## src/rtl/rffsa_pkg.sv

```systemverilog
// Shared types and constants for the row first-fit seat allocator.
package rffsa_pkg;

    localparam int ROWS      = 1024;
    localparam int ROW_W     = $clog2(ROWS);
    localparam int RCNT_W    = ROW_W + 1;
    localparam int SEAT_W    = 16;
    localparam int CNT_W     = 26;
    localparam int CFG_IDX_W = 1;

    localparam logic [CFG_IDX_W-1:0] CFG_ROWS_IN_USE   = 1'b0;
    localparam logic [CFG_IDX_W-1:0] CFG_SEATS_PER_ROW = 1'b1;

    localparam logic CMD_CONTIG  = 1'b0;
    localparam logic CMD_SCATTER = 1'b1;

    typedef struct packed {
        logic              command;
        logic [CNT_W-1:0]  seat_count;
        logic [ROW_W-1:0]  max_row;
    } t_req;

    typedef struct packed {
        logic              granted;
        logic [ROW_W-1:0]  row;
        logic [SEAT_W-1:0] first_seat;
    } t_rsp;

    typedef struct packed {
        logic clr_init;
        logic clr_step;
        logic start;
        logic rd;
        logic ev;
        logic load;
    } t_cmd;

    typedef struct packed {
        logic clr_last;
        logic finish;
        logic out_free;
    } t_sts;

endpackage

```

## src/rtl/rffsa_ctrl.sv

```systemverilog
// Sequencer for clearing, row scans and result hand-off.
module rffsa_ctrl (
    input  logic              i_clk,
    input  logic              i_rst_n,
    input  logic              i_cfg_we,
    input  logic              i_in_valid,
    output logic              o_in_stall,
    input  rffsa_pkg::t_sts   i_sts,
    output rffsa_pkg::t_cmd   o_cmd
);

    typedef enum logic [4:0] {
        S_CLR  = 5'b00001,
        S_IDLE = 5'b00010,
        S_RD   = 5'b00100,
        S_EV   = 5'b01000,
        S_DONE = 5'b10000
    } t_state;

    t_state r_state, n_state;

    assign o_in_stall = (r_state != S_IDLE) || i_cfg_we;

    always_comb begin
        n_state = r_state;
        o_cmd   = '0;
        if (i_cfg_we) begin
            o_cmd.clr_init = 1'b1;
            n_state        = S_CLR;
        end else begin
            unique case (r_state)
                S_CLR: begin
                    o_cmd.clr_step = 1'b1;
                    if (i_sts.clr_last) n_state = S_IDLE;
                end
                S_IDLE: begin
                    if (i_in_valid) begin
                        o_cmd.start = 1'b1;
                        n_state     = S_RD;
                    end
                end
                S_RD: begin
                    o_cmd.rd = 1'b1;
                    n_state  = S_EV;
                end
                S_EV: begin
                    o_cmd.ev = 1'b1;
                    n_state  = i_sts.finish ? S_DONE : S_RD;
                end
                S_DONE: begin
                    if (i_sts.out_free) begin
                        o_cmd.load = 1'b1;
                        n_state    = S_IDLE;
                    end
                end
                default: n_state = S_CLR;
            endcase
        end
    end

    always_ff @(posedge i_clk) begin
        if (!i_rst_n) r_state <= S_CLR;
        else          r_state <= n_state;
    end

endmodule

```

## config.mk

```make
export PLATFORM = sky130hd
export DESIGN_NAME = rffsa_ctrl
export DESIGN_NICKNAME = d
export VERILOG_FILES = /design/src/rtl/rffsa_pkg.sv /design/src/rtl/rffsa_ctrl.sv
export SDC_FILE = /design/constraint.sdc
export NUM_CORES = 1
export LEC_CHECK = 0
export ABC_CLOCK_PERIOD_IN_PS = 2100
export BUFFER_PORTS_ARGS = -buffer_cell sky130_fd_sc_hd__buf_2
export CAP_MARGIN = 40
export CELL_PAD_IN_SITES_DETAIL_PLACEMENT = 0
export CELL_PAD_IN_SITES_GLOBAL_PLACEMENT = 1
export CORE_AREA = 2 2 39 41
export CTS_CLUSTER_SIZE = 14
export DETAILED_ROUTE_END_ITERATION = 7
export DIE_AREA = 0 0 41 43
export GPL_ROUTABILITY_DRIVEN = 0
export PLACE_DENSITY = 0.76
export SLEW_MARGIN = 20
export SYNTH_ARGS = -nofsm -noshare
export SYNTH_HDL_FRONTEND = slang
export SYNTH_SLANG_ARGS = --single-unit
```

## constraint.sdc

```tcl
create_clock -name i_clk -period 2.1 [get_ports i_clk]
set_input_delay 0.105 -clock i_clk [delete_from_list [all_inputs] [get_ports i_clk]]
set_output_delay 0.105 -clock i_clk [all_outputs]
set_load 0.1 [all_outputs]
```

# After elaboration in Yosys (flattened, before gate mapping)
# Index checks and enable logic that the tools add are counted.
[op_classes]
bitwise_logic = 1
n_eq_ne = 9
mux = 14
reduce_logical = 3
[op_table]
columns = ["op", "count"]
rows = [
  ["two-way mux 5 bit", 5],
  ["one-hot mux 5 bit (5 select lines)", 1],
  ["two-way mux 1 bit", 8],
  ["inequality test 2 bit, second input constant", 3],
  ["== test 5 x 1 -> 1 bit, second input constant", 1],
  ["== test 5 x 2 -> 1 bit, second input constant", 1],
  ["== test 5 x 3 -> 1 bit, second input constant", 1],
  ["== test 5 x 4 -> 1 bit, second input constant", 1],
  ["== test 5 bit, second input constant", 1],
  ["inequality test 5 x 2 -> 1 bit, second input constant", 1],
  ["AND reduction 3 bit", 1],
  ["OR reduction 2 bit", 1],
  ["logical OR 1 bit", 1],
  ["NOT 1 bit", 1],
]
[word_totals]
inputBits = 7
word_cells = 28
regBits = 5
output_inout_bits = 7

# Logic depth before layout (Yosys ltp)
# Gate-level depths: netlist of run 1.
[depth]
word_depth = 3
depth_mapped = 5
ltp_nobuf = 3

# Worst setup path before layout of run 1
# Ideal clock, no wire load.
[synth_timing]
path_type = "reg2out"
from = "register r_state[1]"
to = "output o_cmd[0] (netlist name)"
t_arrival_ns = 3.773
required_time_ns = 1.995
setup_slack_ns = -1.778
path_buffers = 2
path_stages_with_launch = 5
path_cell_list = "dfxtp_1 buf_6 or3_1 buf_6 nor4_1"
[synth_lines]
columns = ["item", "line_no", "text"]
rows = [
  ["start, declared", "rffsa_ctrl.sv:20", "t_state r_state, n_state;"],
  ["start signal, assigned", "rffsa_ctrl.sv:63", "else r_state <= n_state;"],
  ["end, declared", "rffsa_ctrl.sv:9", "output rffsa_pkg::t_cmd o_cmd"],
]

==> run summary, run 1 <==
Cts bufs inserted: 3
VDD IR max: 249 uV
Final max-slew violation count: 0
WHS: 0.172 ns
Vias/cell: 5.00
Clock period minus worst slack: 1.97 ns
IO buf count: 13
Register bit total from synthesis: 5
Tcrit/Tclk final: 93.8%
Worst-Margin Slew: 0.486 ns
Crit Reg-Reg Endpoint: r_state[4]
Initial Utilization: 28.2%
Chip height: 43 um
Largest Register: r_state
Share of power burned in registers: 35.7%
Synth Area per Inst: 7.97 um^2
Chip width: 41 um
Initial antenna violation count: 0
CTS root buffer: clkbuf_4
DR vias: 395
First-pass DRT Iterations: 3
Type of the tightest min-delay check: input pin to register
Largest net degree at the start of global routing: 10
Worst hold path endpoint: r_state[4]
Worst hold stages: 3
Fin Setup TNS: 0 ns
Outcome: finished, final reports clean
Max clock buf depth: 2
Resized cells post-CTS: 0
Setup repair bufs after CTS: 0
Cell area after layout: 515 um^2
Clock transition at path regs: 0.05 ns
Final setup vio count: 0
Initial DRC Count: 2
Routed Antenna Nets: 0
Row Count: 14
CTS Sinks: 5
Slew margin rel.: 67.8%
Gr usage total: 12.9%
Max reg flops: 5
Place WS: 0.385 ns
Area grow syn2layout: 32.1%
Ys Warns: 0
Setup crit start kind: register
Share of layout cells above drive strength 1: 38.1%
Fin nets: 71
Critical path type: register to output port
Max-Cap Viols: 0
Yosys cell types: 25
IO Pins: 14
Drt total wl: 930 um
CP Capture Type: output port
Switching power: 0.0000943 W
Origin of the critical flop-to-flop path: r_state[2]
Ys flop type: dfxtp_1
Cts hold-fix bufs: 0
Final hold vios: 0
Comb power frac: 24.6%
Dominant cell type by area after synthesis: dfxtp_1
Mapped Cells: 49
Top cells by area, synth: dfxtp_1 (26%), o311ai_4 (6.7%), nor4_1 (6.4%), buf_6 (5.8%), nor2_1 (5.8%)
Worst skew pair latency: 0.24 ns
Finished Core Util: 37.3%
Worst path required time: 2.00 ns
GRT overflow: 0
N_diodes: 0
Global-route wire length before repair: 1600 um
DP Wirelength: 775 um
Seq/Total Area, Yosys: 25.6%
WL per Instance: 11.8 um
Core Area: 1380 um^2
Placed inst area: 488 um^2
Skew final: 0.00719 ns
Data arrival, critical path: 1.86 ns
EDFF count, synth: 0
Die area: 1760 um^2
Area share of the largest cell type after synthesis: 25.6%
Reg-to-reg slack, setup: 0.52 ns
Final WS setup: 0.131 ns
H-tree Lvls: 1
CP max FO: 7
Cell Int Power: 0.000186 W
Clock share of power: 39.7%
Worst reg2reg path depth: 3
Cell Area, Synth: 390 um^2
Leak pwr: 0.235 nW
Vias in the first global route: 370
Peak Freq: 508 MHz
Sw Ratio: 33.6%
Synth Net Count: 56
Async SR Flop Fraction: 0%
CTS tree: done
HP Start: i_rst_n
Unrepaired setup endpoints after global routing: false
Power Dens Cells: 544 nW/um^2
Top flop regs: r_state (5)
DRC viols: 0
stage by stage:
step | power, W | std cells
after floorplan | 0.000158 | 49
after global placement | 0.000170 | 75
after CTS | 0.000284 | 79
after global routing | 0.000294 | 79
final | 0.000280 | 79
after detailed placement | 0.000171 | 75
power groups by stage:
stage / Sequential (W) / Clock, W / Combinational [W]
after floorplan: 0.000101 / 0 / 0.0000569
after global placement: 0.000102 / 0 / 0.0000683
after global routing: 0.000101 / 0.000121 / 0.0000733
after detailed placement: 0.000102 / 0 / 0.0000692
after CTS: 0.000100 / 0.000115 / 0.0000693
final: 0.000100 / 0.000111 / 0.0000689
critical path, cell delays in order, from the launching register on:
cell and delay, ns:
dfxtp_1 0.36, or3_1 0.54, nor4_4 0.25, buf_2 0.46
layer usage:
| layer | global-route usage (%) | wire length, um | vias up |
|---|---|---|---|
| met5 | 0 | 0 | - |
| met4 | 4.67 | 0 | 0 |
| met3 | 5.24 | 50 | 0 |
| met2 | 18.8 | 462 | 12 |
| met1 | 16.7 | 417 | 178 |
| li1 | - | - | 205 |
layout by cell type (no fill, tap or decap), types with 2 or more instances in the layout:
| cell | n |
|---|---|
| buf_2 | 13 |
| clkbuf_4 | 3 |
| dfxtp_1 | 5 |
| inv_1 | 3 |
| nand2b_1 | 2 |
| nand3_1 | 2 |
| nor2_1 | 5 |
| nor3_1 | 2 |
| nor3b_1 | 2 |
| nor4_1 | 3 |
| o21ai_0 | 3 |
| or3_1 | 2 |
worst max path at each step:
| stage | endpoint | startpoint | cells past startpoint |
|---|---|---|---|
| after CTS | o_cmd[0] | r_state[2] | 3 |
| after floorplan | o_cmd[0] | r_state[1] | 4 |
| after global routing | o_cmd[0] | r_state[3] | 3 |
| after detailed placement | o_cmd[0] | r_state[2] | 3 |
| after global placement | o_cmd[0] | r_state[2] | 3 |
| final | o_cmd[0] | r_state[2] | 3 |
synthesized netlist by cell type (2+ instances only):
| cell | n |
|---|---|
| inv_1 | 3 |
| nand2b_1 | 2 |
| or3_1 | 2 |
| o21ai_0 | 3 |
| dfxtp_1 | 5 |
| nand3_1 | 3 |
| buf_6 | 2 |
| nor4_1 | 4 |
| nor3_1 | 3 |
| nor3b_1 | 2 |
| nor2_1 | 6 |
final cells by class:
class	instances	area (um^2)
Clock inverter	1	5.00
Fill cell	149	868
Multi-Input combinational cell	37	284
Clock buffer	3	22.5
Sequential cell	5	100
Inverter	3	11.3
Tap cell	16	20.0
Timing Repair Buffer	14	72.6
cells by family (layout without fill, tap and decap cells):
| kind of cell | after synthesis | count (layout) | synth area share [%] |
|---|---|---|---|
| simple gates | 27 | 27 | 39.1 |
| flops | 5 | 5 | 25.6 |
| buf+inv | 7 | 21 | 11.5 |
| xor+xnor | 1 | 1 | 2.24 |
| compound gates | 9 | 9 | 21.5 |
Note: power is estimated with default switching activity, not from simulation.
==> run 2: changes to the inputs <==
- RECOVER_POWER: unset -> 50
- SKIP_LAST_GASP: unset -> 1
==> run summary, run 2 (synthesis gave the netlist of run 1 again) <==
Vias in the first global route: 370 (unchanged)
GRT overflow: 0 (unchanged)
First-pass DRT Iterations: 3 (unchanged)
Share of power burned in registers: 36.2% (+0.5 points)
IO Pins: 14 (unchanged)
Cell Count, Final, Fillers Out: 79 (unchanged)
CTS root buffer: clkbuf_4
Peak Freq: 516 MHz (+1.5%)
Skew final: 0.00773 ns (+0.000535 ns)
Met2 routed WL: 460 um (-0.43%)
Commonest non-fill, non-tap cell in the layout: buf_2
Crit-path leading delay family: simple AND/OR/NAND/NOR gates
CTS Sinks: 5 (unchanged)
Worst skew pair latency: 0.24 ns (about the same)
Outcome: finished, final reports clean
Placed insts: 75 (unchanged)
IO buf count: 13 (unchanged)
Sw Ratio: 33.3% (-0.33 points)
Met3 WL: 50 um (unchanged)
Initial Utilization: 28.2% (unchanged)
Worst path required time: 2.00 ns (about the same)
Max clock buf depth: 2 (unchanged)
Comb power frac: 23.3% (-1.3 points)
Power Dens Cells: 556 nW/um^2 (+2.3%)
Drt total wl: 921 um (-0.97%)
Final hold vios: 0 (unchanged)
HP Start: i_sts[0]
Max-Cap Viols: 0 (unchanged)
Data arrival, critical path: 1.83 ns (-0.03 ns)
Largest net degree at the start of global routing: 10 (unchanged)
Initial DRC Count: 4 (+2)
Final WS setup: 0.160 ns (+0.0294 ns)
DP Wirelength: 775 um (unchanged)
Setup repair bufs after CTS: 0 (unchanged)
Global-route wire length before repair: 1600 um (unchanged)
Switching power: 0.0000920 W (-2.4%)
Critical path type: register to output port
Type of the tightest min-delay check: input pin to register
Resized cells post-CTS: 0 (unchanged)
DRC viols: 0 (unchanged)
CTS tree: done
Fin Setup TNS: 0 ns (unchanged)
Critical Path Max Stage Delay: 0.52 ns (-0.02 ns)
Core Area: 1380 um^2 (unchanged)
Met1 WL: 410 um (-1.7%)
Power Total: 0.000276 W (-1.4%)
Largest Register: r_state
Chip height: 43 um (unchanged)
Row Count: 14 (unchanged)
Initial antenna violation count: 0 (unchanged)
Worst hold path endpoint: r_state[4]
Top Metal Used: met3
Slowest library cell on the worst path: or3_1
Final setup vio count: 0 (unchanged)
Clock transition at path regs: 0.05 ns (about the same)
Fillers: 153 (+2.7%)
Vias/cell: 4.91 (-1.8%)
WL per Instance: 11.7 um (-0.97%)
DR vias: 388 (-1.8%)
Reg-to-reg slack, setup: 0.22 ns (-0.30 ns)
H-tree Lvls: 1 (unchanged)
Place WS: 0.385 ns (unchanged)
Cell Int Power: 0.000184 W (-0.96%)
Tcrit/Tclk final: 92.4% (-1.4 points)
Clock period minus worst slack: 1.94 ns (-0.0294 ns)
Worst-Margin Slew: 1.15 ns (+0.664 ns)
CP max FO: 7 (unchanged)
Chip width: 41 um (unchanged)
Slew margin rel.: 23.7% (-44 points)
N_diodes: 0 (unchanged)
Die area: 1760 um^2 (unchanged)
VDD IR max: 250 uV (+0.42%)
Setup crit start kind: register
Fin nets: 71 (unchanged)
Unrepaired setup endpoints after global routing: false
Worst hold stages: 3 (unchanged)
Leak pwr: 0.233 nW (-1.0%)
Max reg flops: 5 (unchanged)
Share of layout cells above drive strength 1: 34.9% (-3.2 points)
Final max-slew violation count: 0 (unchanged)
Top flop regs: r_state (5)
Gr usage total: 12.9% (unchanged)
Clock share of power: 40.4% (+0.7 points)
Routed Antenna Nets: 0 (unchanged)
CP bufs+invs: 1 (unchanged)
Origin of the critical flop-to-flop path: r_state[2]
Cts bufs inserted: 3 (unchanged)
Commonest non-fill, non-tap cells in the layout: buf_2 (11), nor2_1 (5), dfxtp_1 (5)
Worst reg2reg path depth: 3 (unchanged)
Area grow syn2layout: 27.2%
Critical Path, Cell by Cell: or3_1, nor4_4, buf_2
Crit Reg-Reg Endpoint: r_state[1]
Cts hold-fix bufs: 0 (unchanged)
CP Capture Type: output port
## run 2: cell count changes in the layout (fill, tap and decap cells not counted)
cell / delta
o311ai_1: +1
o311ai_4: -1
clkbuf_2: +1
buf_2: -2
clkbuf_1: +1
## run 2: worst max-delay path by stage
stage / from / slack (ns) / cells after the start / endpoint
global placement: r_state[2] / 0.43 / 3 / o_cmd[0]
floorplan: r_state[1] / 0.03 / 4 / o_cmd[0]
global route: r_state[3] / 0.08 / 3 / o_cmd[0]
finish: r_state[2] / 0.16 / 3 / o_cmd[0]
CTS: r_state[2] / 0.11 / 3 / o_cmd[0]
detailed placement: r_state[2] / 0.39 / 3 / o_cmd[0]
## run 2: area by class of cell
cell class,instances,area (um^2),area share (%)
Multi-Input combinational cell,37,267,53.7
Sequential cell,5,100,20.2
Timing Repair Buffer,14,71.3,14.4
Clock buffer,3,22.5,4.53
Tap cell,16,20.0,4.03
Inverter,3,11.3,2.27
Clock inverter,1,5.00,1.01
## run 2: per-stage QoR
stage	hold slack (ns)	instance area [um^2]	util [%]
2_1_floorplan	0.272	429	-
3_3_place_gp	0.427	488	35.3
3_5_place_dp	0.429	488	35.3
4_1_cts	0.169	515	37.3
5_1_grt	0.197	497	35.9
6_report	0.182	497	35.9
## run 2: routing by layer
metal  vias up  track usage [%]
li1        204                -
met1       174             16.7
met2        10             18.8
met3         0             5.24
met4         0             4.67
met5         -                0
## run 2: power by group through the flow
stage | logic, W | clock network (W) | registers (W)
floorplan | 0.0000569 | 0 | 0.000101
global placement | 0.0000683 | 0 | 0.000102
detailed placement | 0.0000692 | 0 | 0.000102
CTS | 0.0000693 | 0.000115 | 0.000100
global route | 0.0000689 | 0.000121 | 0.000101
finish | 0.0000645 | 0.000112 | 0.000100
## run 2: worst register-to-register path, delay by kind of cell, from the launching register on
family	cells	cell delay, ns
and+or+nand+nor	2	0.66
AOI/OAI and AO/OA	1	0.70
DFF	1	0.36
==> run 3: changes to the inputs <==
==> constraint.sdc (replaced) <==
create_clock -name i_clk -period 2.1 [get_ports i_clk]
set_input_delay 0.105 -clock i_clk [delete_from_list [all_inputs] [get_ports i_clk]]
set_output_delay 0.105 -clock i_clk [all_outputs]
set_load 0.02 [all_outputs]
==> run summary, run 3 (synthesis gave the netlist of run 1 again) <==
Outcome: finished, final reports clean
First-pass DRT Iterations: 4 (+1)
CTS Sinks: 5 (unchanged)
Critical Path Max Stage Delay: 0.51 ns (about the same)
Cell Count, Final, Fillers Out: 78 (-1.3%)
Largest Register: r_state
Critical Path, Cell by Cell: or3_1, nor4_1, buf_2
Placed insts: 74 (-1.3%)
Reg-to-reg slack, setup: 0.56 ns (+0.34 ns)
CTS root buffer: clkbuf_4
Unrepaired setup endpoints after global routing: false
Clock transition at path regs: 0.05 ns (about the same)
Max clock buf depth: 2 (unchanged)
Max-Cap Viols: 0 (unchanged)
Final max-slew violation count: 0 (unchanged)
Resized cells post-CTS: 0 (unchanged)
Finished Core Util: 33.4% (-2.5 points)
Largest net degree at the start of global routing: 11 (+1)
Final setup vio count: 0 (unchanged)
GRT overflow: 0 (unchanged)
Setup repair bufs after CTS: 0 (unchanged)
Gr usage total: 12.4% (-0.50 points)
Worst-Margin Slew: 0.373 ns (-0.777 ns)
VDD IR max: 166 uV (-34%)
H-tree Lvls: 1 (unchanged)
Drt total wl: 871 um (-5.4%)
Initial DRC Count: 16 (+12)
N_diodes: 0 (unchanged)
Worst skew pair latency: 0.25 ns (about the same)
Leak pwr: 0.207 nW (-11%)
Cts bufs inserted: 3 (unchanged)
CP bufs+invs: 1 (unchanged)
CTS tree: done
Worst path required time: 2.00 ns (about the same)
Commonest non-fill, non-tap cell in the layout: buf_2
Core Area: 1380 um^2 (unchanged)
Setup crit start kind: register
Cts hold-fix bufs: 0 (unchanged)
DR vias: 413 (+6.4%)
Peak Freq: 595 MHz (+15%)
Max reg flops: 5 (unchanged)
Slowest library cell on the worst path: or3_1
Die area: 1760 um^2 (unchanged)
Skew final: 0.00517 ns (-0.00255 ns)
Area grow syn2layout: 18.3%
Power Dens Cells: 554 nW/um^2 (-0.51%)
Data arrival, critical path: 1.58 ns (-0.25 ns)
Final hold vios: 0 (unchanged)
Vias in the first global route: 335 (-9.5%)
Place WS: 0.567 ns (+0.182 ns)
Fin nets: 70 (-1.4%)
Critical path type: register to output port
Type of the tightest min-delay check: input pin to register
IO buf count: 13 (unchanged)
Final WS setup: 0.418 ns (+0.258 ns)
CP Capture Type: output port
Share of layout cells above drive strength 1: 21.0% (-14 points)
Tcrit/Tclk final: 80.1% (-12 points)
DP Wirelength: 662 um (-15%)
Power Total: 0.000256 W (-7.5%)
Initial Utilization: 28.2% (unchanged)
CP max FO: 10 (+3)
Global-route wire length before repair: 1430 um (-11%)
Vias/cell: 5.29 (+7.8%)
Chip width: 41 um (unchanged)
IO Pins: 14 (unchanged)
Slew margin rel.: 75.0% (+51 points)
DRC viols: 0 (unchanged)
Fin Setup TNS: 0 ns (unchanged)
Crit-path leading delay family: simple AND/OR/NAND/NOR gates
Commonest non-fill, non-tap cells in the layout: buf_2 (8), nor2_1 (6), clkbuf_1 (6)
Initial antenna violation count: 0 (unchanged)
Clock period minus worst slack: 1.68 ns (-0.258 ns)
Row Count: 14 (unchanged)
Routed Antenna Nets: 0 (unchanged)
Chip height: 43 um (unchanged)
WL per Instance: 11.2 um (-4.2%)
Top flop regs: r_state (5)
[run 3: path summary, 6_finish.rpt]
path | start | end | cells after the start
setup / recovery | r_state[1] | o_cmd[0] | 3
hold / removal | i_rst_n | r_state[4] | 3
setup reg to reg | r_state[1] | r_state[4] | 3
hold reg to reg | r_state[3] | r_state[4] | 2
[run 3: routing by layer]
layer	GRT usage, %	vias up	part of all wire [%]
met4	12.0	0	4.1
met2	15.0	22	45
met5	0	-	0
met1	16.7	184	44
li1	-	202	-
met3	3.14	5	6.8
[run 3: layout make-up]
class	instances	area [um^2]
multi-input combinational	37	245
sequential	5	100
inverter	3	11.3
timing repair buffer	13	58.8
tap	16	20.0
fill	163	922
clock buffer	4	26.3
[run 3: where the power goes]
part | switching (W) | total, W | internal, W
Clock | 0.0000428 | 0.000115 | 0.0000721
Sequential | 0.00000437 | 0.000102 | 0.0000977
Combinational | 0.0000227 | 0.0000386 | 0.0000160
[run 3: worst min-delay path: cells and delay by family]
kind	cells	cell delay, ns
AO/OA/AOI/OAI	2	0.14
buffers and inverters	1	0.11
[run 3: stage by stage]
stage / hold slack [ns] / area, um^2
after floorplan: 0.271 / 390
after global placement: 0.414 / 442
after detailed placement: 0.423 / 442
after CTS: 0.155 / 468
after global routing: 0.159 / 462
final: 0.160 / 462
